===== src/design/error_diffusion_dither_assert.svh =====
// Assertion macros used by the top-level dither design file.
`ifndef ERROR_DIFFUSION_DITHER_ASSERT_SVH
`define ERROR_DIFFUSION_DITHER_ASSERT_SVH

// Same-cycle implication, checked on every rising clock edge outside reset.
`define EDD_ASSERT_NOW(label, ante, cons, msg) \
  label: assert property (@(posedge clk) disable iff (rst) (ante) |-> (cons)) \
    else $error(msg);

// Next-cycle implication, checked on every rising clock edge outside reset.
`define EDD_ASSERT_NEXT(label, ante, cons, msg) \
  label: assert property (@(posedge clk) disable iff (rst) (ante) |=> (cons)) \
    else $error(msg);

`endif


===== src/design/edd_pkg.sv =====
// Package with widths, constants and register codes of the error diffusion dither.
`timescale 1ns / 1ps

package edd_pkg;

  localparam int GRAY_W        = 8;
  localparam int ERR_W         = 3;
  localparam int WIDTH_W       = 10;
  localparam int HEIGHT_W      = 13;
  localparam int ROW_W         = 12;
  localparam int CFG_IDX_W     = 1;
  localparam int CFG_DATA_W    = 13;
  localparam int MAX_HEIGHT    = 4096;
  localparam int DEF_MAX_WIDTH = 512;

  localparam logic [WIDTH_W-1:0]  RST_IMAGE_WIDTH  = WIDTH_W'(256);
  localparam logic [HEIGHT_W-1:0] RST_IMAGE_HEIGHT = HEIGHT_W'(256);

  // Configuration register indexes.
  typedef enum logic [CFG_IDX_W-1:0] {
    CFG_IMAGE_WIDTH  = 1'b0,
    CFG_IMAGE_HEIGHT = 1'b1
  } cfg_reg_t;

endpackage


===== src/design/edd_ifs.sv =====
// Handshake interfaces for pixel input, result output and configuration writes.
`timescale 1ns / 1ps

interface edd_pixel_if import edd_pkg::*; ();
  logic              valid;
  logic              ready;
  logic [GRAY_W-1:0] gray_in;

  modport source (output valid, output gray_in, input ready);
  modport sink (input valid, input gray_in, output ready);
endinterface

interface edd_result_if import edd_pkg::*; ();
  logic              valid;
  logic              ready;
  logic [GRAY_W-1:0] level_out;
  logic              frame_end;

  modport source (output valid, output level_out, output frame_end, input ready);
  modport sink (input valid, input level_out, input frame_end, output ready);
endinterface

interface edd_cfg_if import edd_pkg::*; ();
  logic                  valid;
  logic                  ready;
  logic [CFG_IDX_W-1:0]  index;
  logic [CFG_DATA_W-1:0] data;

  modport source (output valid, output index, output data, input ready);
  modport sink (input valid, input index, input data, output ready);
endinterface


===== src/design/error_diffusion_dither.sv =====
// Top level of the error diffusion dither: line store, diffusion stage and output register.
`timescale 1ns / 1ps
`include "error_diffusion_dither_assert.svh"

// Error diffusion dither, 16 output levels.
// Channels: pixels (sink) takes 8-bit gray pixels of one frame in raster order;
// results (source) returns one quantized level per pixel, with frame_end set on
// the last pixel of the frame; cfg (sink, always ready) writes image_width
// (index 0) and image_height (index 1). The user must write them only while no
// pixel is in flight; the block does not enforce it. Throughput: one pixel per
// clock while results is ready. The line store of next-row error is read when a
// request is accepted and written back one column behind, so the carry to the
// right neighbor sets the rate. A result passes the diffusion stage register and
// then waits in the output register until results takes it.
// Reset: counters, carries and registers return to their defaults (width and
// height 256) at once; the line store is not cleared, since the first row of
// every frame ignores it.
// Stall: while results is not ready the output register holds, the diffusion
// stage holds one more pixel, and then pixels drops ready.

module error_diffusion_dither import edd_pkg::*; #(
  parameter int MAX_WIDTH = DEF_MAX_WIDTH
) (
  input  logic  clk,
  input  logic  rst,
  edd_pixel_if.sink    pixels,
  edd_result_if.source results,
  edd_cfg_if.sink      cfg
);

  localparam int CW = $clog2(MAX_WIDTH);
  localparam int XW = (CW + 1 > WIDTH_W) ? CW + 1 : WIDTH_W;

  typedef struct packed {
    logic [GRAY_W-1:0] gray;
    logic [CW-1:0]     col;
    logic              first_row;
    logic              last_col;
    logic              last_row;
  } stage_t;

  logic [WIDTH_W-1:0]  image_width;
  logic [HEIGHT_W-1:0] image_height;
  logic [CW-1:0]       col_count;
  logic [ROW_W-1:0]    row_count;
  logic [XW-1:0]       w_last;
  logic [HEIGHT_W-1:0] h_last;
  logic                last_col;
  logic                last_row;
  logic                accept;

  stage_t              s1;
  logic                s1_valid;
  logic                s1_adv;
  logic [ERR_W-1:0]    right_carry;
  logic [ERR_W-1:0]    pend_below;
  logic                fwd_hit;
  logic [ERR_W-1:0]    fwd_data;
  logic                dfr_valid;
  logic [CW-1:0]       dfr_addr;
  logic [ERR_W-1:0]    dfr_data;

  logic [ERR_W-1:0]    ram_q;
  logic                wr_en;
  logic [CW-1:0]       wr_addr;
  logic [ERR_W-1:0]    wr_data;

  logic [ERR_W-1:0]    above;
  logic [GRAY_W:0]     sum_raw;
  logic [GRAY_W-1:0]   sum_sat;
  logic [3:0]          err;
  logic [5:0]          prod3;
  logic [6:0]          prod5;
  logic [6:0]          prod7;
  logic [ERR_W-1:0]    b3;
  logic [ERR_W-1:0]    b5;
  logic [ERR_W-1:0]    b7;

  logic                out_valid;
  logic [GRAY_W-1:0]   out_level;
  logic                out_end;

  // Configuration registers; the port never stalls.
  assign cfg.ready = 1'b1;

  always_ff @(posedge clk) begin
    if (rst) begin
      image_width  <= RST_IMAGE_WIDTH;
      image_height <= RST_IMAGE_HEIGHT;
    end else if (cfg.valid) begin
      case (cfg.index)
        CFG_IMAGE_WIDTH:  image_width  <= cfg.data[WIDTH_W-1:0];
        CFG_IMAGE_HEIGHT: image_height <= cfg.data;
        default: ;
      endcase
    end
  end

  // Last column and last row of the effective frame size.
  always_comb begin
    if (image_width == '0) begin
      w_last = '0;
    end else if (XW'(image_width) > XW'(MAX_WIDTH)) begin
      w_last = XW'(MAX_WIDTH - 1);
    end else begin
      w_last = XW'(image_width) - XW'(1);
    end
    if (image_height == '0) begin
      h_last = '0;
    end else if (image_height > HEIGHT_W'(MAX_HEIGHT)) begin
      h_last = HEIGHT_W'(MAX_HEIGHT - 1);
    end else begin
      h_last = image_height - HEIGHT_W'(1);
    end
  end

  assign last_col = XW'(col_count) >= w_last;
  assign last_row = {1'b0, row_count} >= h_last;

  // Handshake: the diffusion stage moves on when the output register frees up.
  assign s1_adv       = s1_valid && (!out_valid || results.ready);
  assign pixels.ready = !s1_valid || s1_adv;
  assign accept       = pixels.valid && pixels.ready;

  // Raster position advances when a request is accepted.
  always_ff @(posedge clk) begin
    if (rst) begin
      col_count <= '0;
      row_count <= '0;
    end else if (accept) begin
      if (last_col) begin
        col_count <= '0;
        row_count <= last_row ? '0 : row_count + ROW_W'(1);
      end else begin
        col_count <= col_count + CW'(1);
      end
    end
  end

  // Line store of error for the next row.
  edd_ram #(
    .WIDTH (ERR_W),
    .DEPTH (MAX_WIDTH)
  ) u_line (
    .clk   (clk),
    .we    (wr_en),
    .waddr (wr_addr),
    .wdata (wr_data),
    .re    (accept),
    .raddr (col_count),
    .rdata (ram_q)
  );

  // Diffusion stage register.
  always_ff @(posedge clk) begin
    if (rst) begin
      s1_valid <= 1'b0;
    end else if (accept) begin
      s1_valid <= 1'b1;
    end else if (s1_adv) begin
      s1_valid <= 1'b0;
    end
  end

  always_ff @(posedge clk) begin
    if (accept) begin
      s1.gray      <= pixels.gray_in;
      s1.col       <= col_count;
      s1.first_row <= (row_count == '0);
      s1.last_col  <= last_col;
      s1.last_row  <= last_row;
    end
  end

  // Forwarding of writes to the entry being read that the RAM does not return.
  always_ff @(posedge clk) begin
    if (rst) begin
      fwd_hit <= 1'b0;
    end else if (accept) begin
      fwd_hit  <= wr_en && (wr_addr == col_count);
      fwd_data <= wr_data;
    end else if (s1_valid && dfr_valid && (dfr_addr == s1.col)) begin
      fwd_hit  <= 1'b1;
      fwd_data <= dfr_data;
    end
  end

  // Error from above: zero on the first row, newest write first.
  always_comb begin
    if (s1.first_row) begin
      above = '0;
    end else if (dfr_valid && (dfr_addr == s1.col)) begin
      above = dfr_data;
    end else if (fwd_hit) begin
      above = fwd_data;
    end else begin
      above = ram_q;
    end
  end

  // Saturating sum, quantization and truncated error shares.
  always_comb begin
    sum_raw = {1'b0, s1.gray} + (GRAY_W + 1)'(right_carry) + (GRAY_W + 1)'(above);
    sum_sat = sum_raw[GRAY_W] ? '1 : sum_raw[GRAY_W-1:0];
    err     = sum_sat[3:0];
    prod3   = {2'b00, err} + {1'b0, err, 1'b0};
    prod5   = {3'b000, err} + {1'b0, err, 2'b00};
    prod7   = {err, 3'b000} - {3'b000, err};
    b3      = {1'b0, prod3[5:4]};
    b5      = prod5[6:4];
    b7      = prod7[6:4];
  end

  // Row carries for the pixel to the right and the below share still open.
  always_ff @(posedge clk) begin
    if (rst) begin
      right_carry <= '0;
      pend_below  <= '0;
    end else if (s1_adv) begin
      if (s1.last_col) begin
        right_carry <= '0;
        pend_below  <= '0;
      end else begin
        right_carry <= b7;
        pend_below  <= b5;
      end
    end
  end

  // The last column's own below share is written in the following cycle.
  always_ff @(posedge clk) begin
    if (rst) begin
      dfr_valid <= 1'b0;
    end else begin
      dfr_valid <= s1_adv && s1.last_col;
    end
  end

  always_ff @(posedge clk) begin
    if (s1_adv) begin
      dfr_addr <= s1.col;
      dfr_data <= b5;
    end
  end

  // Line store write port: deferred write, else the previous column's entry.
  always_comb begin
    if (dfr_valid) begin
      wr_en   = 1'b1;
      wr_addr = dfr_addr;
      wr_data = dfr_data;
    end else begin
      wr_en   = s1_adv && (s1.col != '0);
      wr_addr = s1.col - CW'(1);
      wr_data = pend_below + b3;
    end
  end

  // Output register.
  always_ff @(posedge clk) begin
    if (rst) begin
      out_valid <= 1'b0;
    end else if (s1_adv) begin
      out_valid <= 1'b1;
    end else if (results.ready) begin
      out_valid <= 1'b0;
    end
  end

  always_ff @(posedge clk) begin
    if (s1_adv) begin
      out_level <= {sum_sat[GRAY_W-1:4], 4'b0000};
      out_end   <= s1.last_col && s1.last_row;
    end
  end

  assign results.valid     = out_valid;
  assign results.level_out = out_level;
  assign results.frame_end = out_end;

  // The deferred write never meets a write from the diffusion stage.
  `EDD_ASSERT_NOW(a_write_port_free, dfr_valid, !(s1_adv && (s1.col != '0)),
                  "line store write collision")
  // A finished last column always leaves its below share for the next cycle.
  `EDD_ASSERT_NEXT(a_last_col_write, s1_adv && s1.last_col, dfr_valid && (dfr_addr == $past(s1.col)),
                   "last column share not written")
  // The column counter stays inside the line store.
  `EDD_ASSERT_NOW(a_col_range, 1'b1, int'(col_count) < MAX_WIDTH,
                  "column counter out of range")
  // After the last column the next accepted pixel starts a row with no carry.
  `EDD_ASSERT_NEXT(a_row_start, s1_adv && s1.last_col, (right_carry == '0) && (pend_below == '0),
                   "row carries not cleared")

endmodule


===== src/design/edd_ram.sv =====
// Generic single-write, single-read RAM with a registered read port.
`timescale 1ns / 1ps

module edd_ram #(
  parameter int WIDTH = 8,
  parameter int DEPTH = 256
) (
  input  logic                     clk,
  input  logic                     we,
  input  logic [$clog2(DEPTH)-1:0] waddr,
  input  logic [WIDTH-1:0]         wdata,
  input  logic                     re,
  input  logic [$clog2(DEPTH)-1:0] raddr,
  output logic [WIDTH-1:0]         rdata
);

  logic [WIDTH-1:0] mem [DEPTH];

  // Write port.
  always_ff @(posedge clk) begin
    if (we) begin
      mem[waddr] <= wdata;
    end
  end

  // Read port; the data holds while no read is issued.
  always_ff @(posedge clk) begin
    if (re) begin
      rdata <= mem[raddr];
    end
  end

endmodule


===== src/flat_wrapper.sv =====
// flat-port wrapper written by rule: the top's interface ports become plain ports
module error_diffusion_dither_flat import edd_pkg::*;
#(
  parameter int MAX_WIDTH = DEF_MAX_WIDTH
)
  (clk, rst, pixels_valid, pixels_gray_in, pixels_ready, results_valid, results_level_out, results_frame_end, results_ready, cfg_valid, cfg_index, cfg_data, cfg_ready);
  edd_pixel_if pixels_i ();
  edd_result_if results_i ();
  edd_cfg_if cfg_i ();
  input  logic clk;
  input  logic rst;
  input wire logic [$bits(pixels_i.valid)-1:0] pixels_valid;
  input wire logic [$bits(pixels_i.gray_in)-1:0] pixels_gray_in;
  output wire logic [$bits(pixels_i.ready)-1:0] pixels_ready;
  output wire logic [$bits(results_i.valid)-1:0] results_valid;
  output wire logic [$bits(results_i.level_out)-1:0] results_level_out;
  output wire logic [$bits(results_i.frame_end)-1:0] results_frame_end;
  input wire logic [$bits(results_i.ready)-1:0] results_ready;
  input wire logic [$bits(cfg_i.valid)-1:0] cfg_valid;
  input wire logic [$bits(cfg_i.index)-1:0] cfg_index;
  input wire logic [$bits(cfg_i.data)-1:0] cfg_data;
  output wire logic [$bits(cfg_i.ready)-1:0] cfg_ready;
  assign pixels_i.valid = pixels_valid;
  assign pixels_i.gray_in = pixels_gray_in;
  assign pixels_ready = pixels_i.ready;
  assign results_valid = results_i.valid;
  assign results_level_out = results_i.level_out;
  assign results_frame_end = results_i.frame_end;
  assign results_i.ready = results_ready;
  assign cfg_i.valid = cfg_valid;
  assign cfg_i.index = cfg_index;
  assign cfg_i.data = cfg_data;
  assign cfg_ready = cfg_i.ready;
  error_diffusion_dither #(.MAX_WIDTH(MAX_WIDTH)) u_core (.clk(clk), .rst(rst), .pixels(pixels_i), .results(results_i), .cfg(cfg_i));
endmodule

===== config.mk =====
export PLATFORM = sky130hd
export DESIGN_NAME = error_diffusion_dither_flat
export DESIGN_NICKNAME = d
export VERILOG_FILES = /design/src/design/edd_pkg.sv /design/src/design/edd_ifs.sv /design/src/design/error_diffusion_dither.sv /design/src/design/edd_ram.sv /design/src/flat_wrapper.sv
export VERILOG_INCLUDE_DIRS = /design/src /design/src/design
export SDC_FILE = /design/constraint.sdc
export NUM_CORES = 2
export LEC_CHECK = 0
export ABC_CLOCK_PERIOD_IN_PS = 34800
export BUFFER_PORTS_ARGS = -buffer_cell sky130_fd_sc_hd__buf_2
export CAP_MARGIN = 20
export CORE_ASPECT_RATIO = 0.7
export CORE_MARGIN = 2
export CORE_UTILIZATION = 35
export DETAILED_ROUTE_END_ITERATION = 8
export PLACE_DENSITY = 0.48
export REMOVE_ABC_BUFFERS = 1
export SYNTH_ARGS = -nofsm -noshare
export SYNTH_HDL_FRONTEND = slang
export SYNTH_HIERARCHICAL = 1
export SYNTH_SLANG_ARGS = --single-unit

===== constraint.sdc =====
create_clock -name clk -period 34.8 [get_ports clk]
set_input_delay 3.48 -clock clk [delete_from_list [all_inputs] [get_ports clk]]
set_output_delay 3.48 -clock clk [all_outputs]
set_load 0.005 [all_outputs]

# == After elaboration in Yosys (flattened, before gate mapping) ==
# Memories as Yosys holds them, arrays and structs flattened. A register that Yosys moved wholly into a read port is not among the register bits.
# Cells that the tools add are included.
# word_totals
register_bits,94
latchBits,0
mem_bits_rw,1536
romBits,0
input_bits,27
word_cells,89
mem_count,1
# classes
n_addsub,11
n_mul,0
div_mod_pow,0
n_lt_le_gt_ge,4
eq_ne,2
n_shift,0
mux,25
bitwise_logic,2
n_reduce_logical,24
# memory_table
name,words,width,rd,rd_clocked_by_memory_dff,write_ports,line,source
u_core.u_line.mem,512,3,1,1,1,edd_ram.sv:17,logic [WIDTH-1:0] mem [DEPTH];
# op_table
cell,n
two-way mux 13 bit,2
two-way mux 3 bit,8
two-way mux 10 bit,2
equality test 9 bit,2
two-way mux 9 bit,2
greater-or-equal comparator 12 x 13 -> 1 bit,1
> comparator 13 bit (second input constant),1
zero test 13 bit,1
subtractor 13 x 1 -> 13 bit (second input constant),1
adder 12 x 1 -> 12 bit (second input constant),1
zero test 12 bit,1
two-way mux 12 bit,1
greater-or-equal comparator 9 x 10 -> 1 bit,1
> comparator 10 bit (second input constant),1
zero test 10 bit,1
subtractor 10 x 1 -> 10 bit (second input constant),1
adder 8 x 3 -> 9 bit,1
adder 9 x 1 -> 9 bit (second input constant),1
adder 9 x 3 -> 9 bit,1
logical AND 1 bit,9
two-way mux 1 bit,9
nonzero test 9 bit,1
subtractor 9 x 1 -> 9 bit (second input constant),1
AND reduction 2 bit,4
9 further kinds,14

# == Depth between registers and ports, before layout ==
# depth
word_depth,10
depth_mapped,24
depth_no_buf,23

# == Cells and area by module ==
# Netlist, hierarchy kept.
# modules_own_cells
module,instances,cells_each,area_per_inst_um2
edd_ram,1,3446,62301.0
error_diffusion_dither,1,637,5710.5

# == Worst setup path after synthesis ==
# No wires, ideal clock.
# synth_path
kind,flip-flop to flip-flop
startpoint,register u_core/s1[7] in the netlist's numbering
endpoint,memory u_core/u_line/mem[0][2] in the netlist's numbering (data pin)
setup_time_ns,4.177
arrival_time_ns,24.418
required_time_ns,30.623
path_slack_ns,6.205
stages_incl_launch_ff,23
n_path_buf,1
period_less_slack_ns,28.595
cell_sequence,edfxtp_1 -> clkbuf_1 -> xnor2_1 -> nand4_1 -> nor4_2 -> nor2_1 -> a21oi_1 -> nor2_1 -> fa_1 -> ha_1 -> a21o_1 -> a21oi_1 -> nor2_1 -> nor2_1 -> inv_1 -> ha_1 -> a21oi_1 -> o21bai_1 -> xnor2_1 -> ha_1 -> fa_1 -> xnor2_1 -> o21ai_0
# synth_via
elab_chain_len,9
# synth_rtl
item,line,source
from (decl),error_diffusion_dither.sv:52,stage_t s1;
equality test 9 bit,error_diffusion_dither.sv:192,end else if (dfr_valid && (dfr_addr == s1.col)) begin
logical AND 1 bit,error_diffusion_dither.sv:192,
two-way mux 3 bit,error_diffusion_dither.sv:192,
two-way mux 3 bit,error_diffusion_dither.sv:190,if (s1.first_row) begin
adder 9 x 3 -> 9 bit,error_diffusion_dither.sv:203,"sum_raw = {1'b0, s1.gray} + (GRAY_W + 1)'(right_carry) + (GRAY_W + 1)'(above);"
two-way mux 4 bit,error_diffusion_dither.sv:204,sum_sat = sum_raw[GRAY_W] ? '1 : sum_raw[GRAY_W-1:0];
adder 4 x 5 -> 6 bit,error_diffusion_dither.sv:206,"prod3 = {2'b00, err} + {1'b0, err, 1'b0};"
adder 3 x 2 -> 3 bit,error_diffusion_dither.sv:255,wr_data = pend_below + b3;
two-way mux 3 bit,error_diffusion_dither.sv:248,if (dfr_valid) begin
named net u_core.wr_data[2],error_diffusion_dither.sv:66,logic [ERR_W-1:0] wr_data;
to (decl),edd_ram.sv:17,
# The timed path passes the listed nets, and every way through them passes these cells.

# == Worst setup path in the final report ==
# layout_path
startpoint,register u_core/s1[10] in the netlist's numbering
endpoint,memory u_core/u_line/mem[133][2] in the netlist's numbering (data pin)
# Same word-level chain as after synthesis.

==> impl_metrics.yaml <==
timing:
  fmaxAchievable_ghz: 0.122
  slew_viol_final: 0
  fin_skew_ps: 49.0
  setup_viol: 0
  finalSetupTns_ps: 0
  worst_pin_slew_ps: 1140
  rsz0062_at_grt: "no"
  hold_viol_final: 0
  maxSlewHeadroom: 0.243
  post-route-period-util: 0.235
  min_period_ps: 8200
power:
  intPower_mw: 3.41
  power_mw: 4.47
  power-per-cell-area_nw_per_um2: 59.1
  pwr-share-clk: 0.382
  pwr-share-comb: 0.095
  p_leak_nw: 22.9
  pwr-share-seq: 0.523
  switching_power_mw: 1.06
  vdd_ir_drop_max_v: 0.0000422
  p_sw_frac: 0.237
routing:
  ant_nets: 0
  wire_per_inst_um: 26.7
  vias_per_cell: 5.46
  drc_errors: 0
  vias: 37200
  dr.pass1.iters: 5
  first_iter_violations: 4128
  wl_um: 182000
floorplan:
  initial_utilization: 0.352
  die_y_um: 373
  die_w_um: 531
  die_area_um2: 198000
  core_area_um2: 193000
  pin_count: 39
  rows: 135
grt:
  grt_antenna_before_repair: 6
  grt_overflow_total: 0
  grt_first_pass_wirelength_um: 263000
  grt_pass1_vias: 36400
  grt_max_degree: 210
  grt.total_usage: 0.181
run:
  maxCapViolations: 0
finish:
  final_area_um2: 75600
  fin_nets: 4164
  final_cells: 6817
  n_fill_cell: 17711
  syn2layout_area_growth_pct: 11.1
  drive_above_1_share: 0.142
logic_synthesis:
  synth_area_per_cell_um2: 16.7
  synth_mux_area_frac: 0.131
  synthFlopType: "edfxtp_1"
  synth_cells: 4083
  async_reset_ff_frac: 0
  seq_area_frac_synth: 0.713
  yosysMostFrequentCell: "edfxtp_1"
  synth_cell_types: 84
  synthSimpleGateAreaFrac: 0.0627
  netlist_top_cells_count: "1579 x edfxtp_1, 586 x nor2_1, 282 x mux2i_1"
  synth_edf_count: 1579
  synth-adder-area-share: 0.00861
  yosys.area.top_type: "edfxtp_1"
  synth_top_family_by_area: "multiplexers"
  ys_seq_elements: 1633
  yosysWarnings: 6
  yosysTopAreaCellShare: 0.697
  synth_area_um2: 68000
  synth_xor_area_frac: 0.00670
  synth_compound_area_frac: 0.0506
  synth_area_leaders: "edfxtp_1 70%, mux4_2 6.9%, mux2i_1 4.2%, nor2_1 3.2%, mux4_1 1.7%"
clock_tree:
  htreeDepth: 4
  cts.clk_slew.worst_paths_ps: 60
  cts_resized: 0
  cts-root-buf: "clkbuf_16"
  post-cts-setup-buffers: 0
  holdBufCountCts: 0
  numCtsBuffers: 165
  clkSinkCount: 1633
  cts_tree: "built"
  clk_latency_ps: 820
  cts_max_path_buffers: 4
placement:
  port_buffers: 33
  dpl-instance-area_um2: 70500
  hpwlAfterDp_um: 107000
  dp_cells: 6529
  place_congestion: 0.782
setup_path:
  cp-end-kind: "flip-flop"
  crit_start: "u_core/s1[10]"
  path_cells: "xnor2_1 -> nand4_1 -> nor4_2 -> nor2_1 -> a21oi_1 -> nor2_1 -> fa_1 -> ha_1 -> a21o_1 -> a21oi_1 -> nor2_1 -> nor2_1 -> inv_1 -> ha_1 -> a21oi_1 -> o21bai_1 -> xnor2_1 -> ha_1 -> fa_1 -> xnor2_1 -> o21ai_4 -> buf_12 -> buf_4 -> buf_4"
  cp-start-kind: "flip-flop"
  rrSetupSlack_ps: 26600
  timing.rr.start: "u_core/s1[10]"
  critPathMaxStageDelay_ps: 820
  regToRegEndpoint: "u_core/u_line/mem[133][2]"
  critPathArrivalTime_ps: 8680
  crit_top_cell: "nor2_1"
  path_max_fanout: 193
  crit_end: "u_core/u_line/mem[133][2]"
  cp_slowest_cell: "buf_4"
  criticalPathCategory: "reg2reg"
  r2r_cells: 24
  required_ps: 35290
hold_path:
  min_from: "u_core/right_carry[1]"
  hold_path_class: "reg2reg"
status:
  status: "completed"
==> routing by layer <==
| metal | GRT usage | routed length [µm] |
|---|---|---|
| met4 | 0.0352 | 2850 |
| met3 | 0.0335 | 11700 |
| met1 | 0.289 | 90600 |
| met2 | 0.253 | 77000 |
| met5 | 0 | 0 |
==> final cells by class <==
class	instances	area [µm²]	area share
Sequential cell	1633	48500	0.642
Multi-Input combinational cell	2152	17800	0.236
Clock buffer	207	4420	0.0585
Tap cell	2603	3260	0.0431
Timing Repair Buffer	107	793	0.0105
Clock inverter	77	611	0.00808
Inverter	35	135	0.00179
Antenna cell	3	7.51	0.0000993
==> kinds of logic after synthesis <==
| group | count (synthesis) |
|---|---|
| multiplexers | 558 |
| AND/OR/NAND/NOR | 998 |
| AO/OA/AOI/OAI | 495 |
| adder cells (fa/ha/maj) | 44 |
| flip-flops | 1633 |
| other | 2 |
| buffers and inverters | 301 |
| XOR/XNOR | 52 |
==> critical path: cells and delay by family, from the launching register on <==
family | cells | cell delay [ps]
simple gates | 6 | 1570
compound gates | 6 | 1110
fa+ha+maj | 5 | 1690
flops | 1 | 480
xor+xnor | 3 | 490
buf+inv | 4 | 2230
==> power groups by stage <==
stage	clock [mW]	combinational, mW	sequential, mW
global route	1.82	0.465	2.34
detailed placement	0	0.433	2.38
global placement	0	0.431	2.38
CTS	1.75	0.433	2.34
floorplan	0	0.351	2.47
finish	1.71	0.424	2.34
==> metrics by stage <==
| step | utilization | hold slack, ps | setup slack (ps) |
|---|---|---|---|
| 6_report | 0.391 | 487 | 26600 |
| 5_1_grt | 0.391 | 510 | 25940 |
| 4_1_cts | 0.391 | 487 | 26580 |
| 3_5_place_dp | 0.365 | 478 | 26580 |
| 3_3_place_gp | 0.365 | 477 | 26520 |
| 2_1_floorplan | - | 443 | 6160 |
==> state kept, by name, indices dropped and copies added (netlist names), 3 cells and up <==
signal	flops
u_core/u_line/mem	1536
u_core/u_line/rdata	3
u_core/image_height	13
u_core/results.level_out	4
u_core/row_count	12
u_core/pend_below	3
u_core/col_count	9
u_core/image_width	10
u_core/s1	20
u_core/dfr_addr	9
u_core/dfr_data	3
u_core/fwd_data	3
u_core/right_carry	3
==> placed cells by master (no fill, tap or decap), drive strengths merged, types with 17 or more instances in the layout <==
master / count
edfxtp: 1579
nor2: 587
mux2i: 282
mux4: 251
nand2: 208
clkbuf: 207
a21oi: 132
o221ai: 129
buf: 107
clkinv: 62
o22ai: 59
dfxtp: 54
o21ai: 54
ha: 38
xnor2: 35
inv: 35
nor3: 32
nand3: 31
mux2: 25
and3: 22
nor4: 20
a22oi: 19
xor2: 17
==> how the worst min path moves through the flow <==
stage | endpoint | cells after the start
after floorplan | u_core/image_height[1] | 2
after global placement | u_core/right_carry[1] | 2
after detailed placement | u_core/right_carry[1] | 2
after CTS | u_core/right_carry[1] | 2
after global routing | u_core/right_carry[1] | 2
final | u_core/right_carry[1] | 2
(Power assumes the default switching activity.)
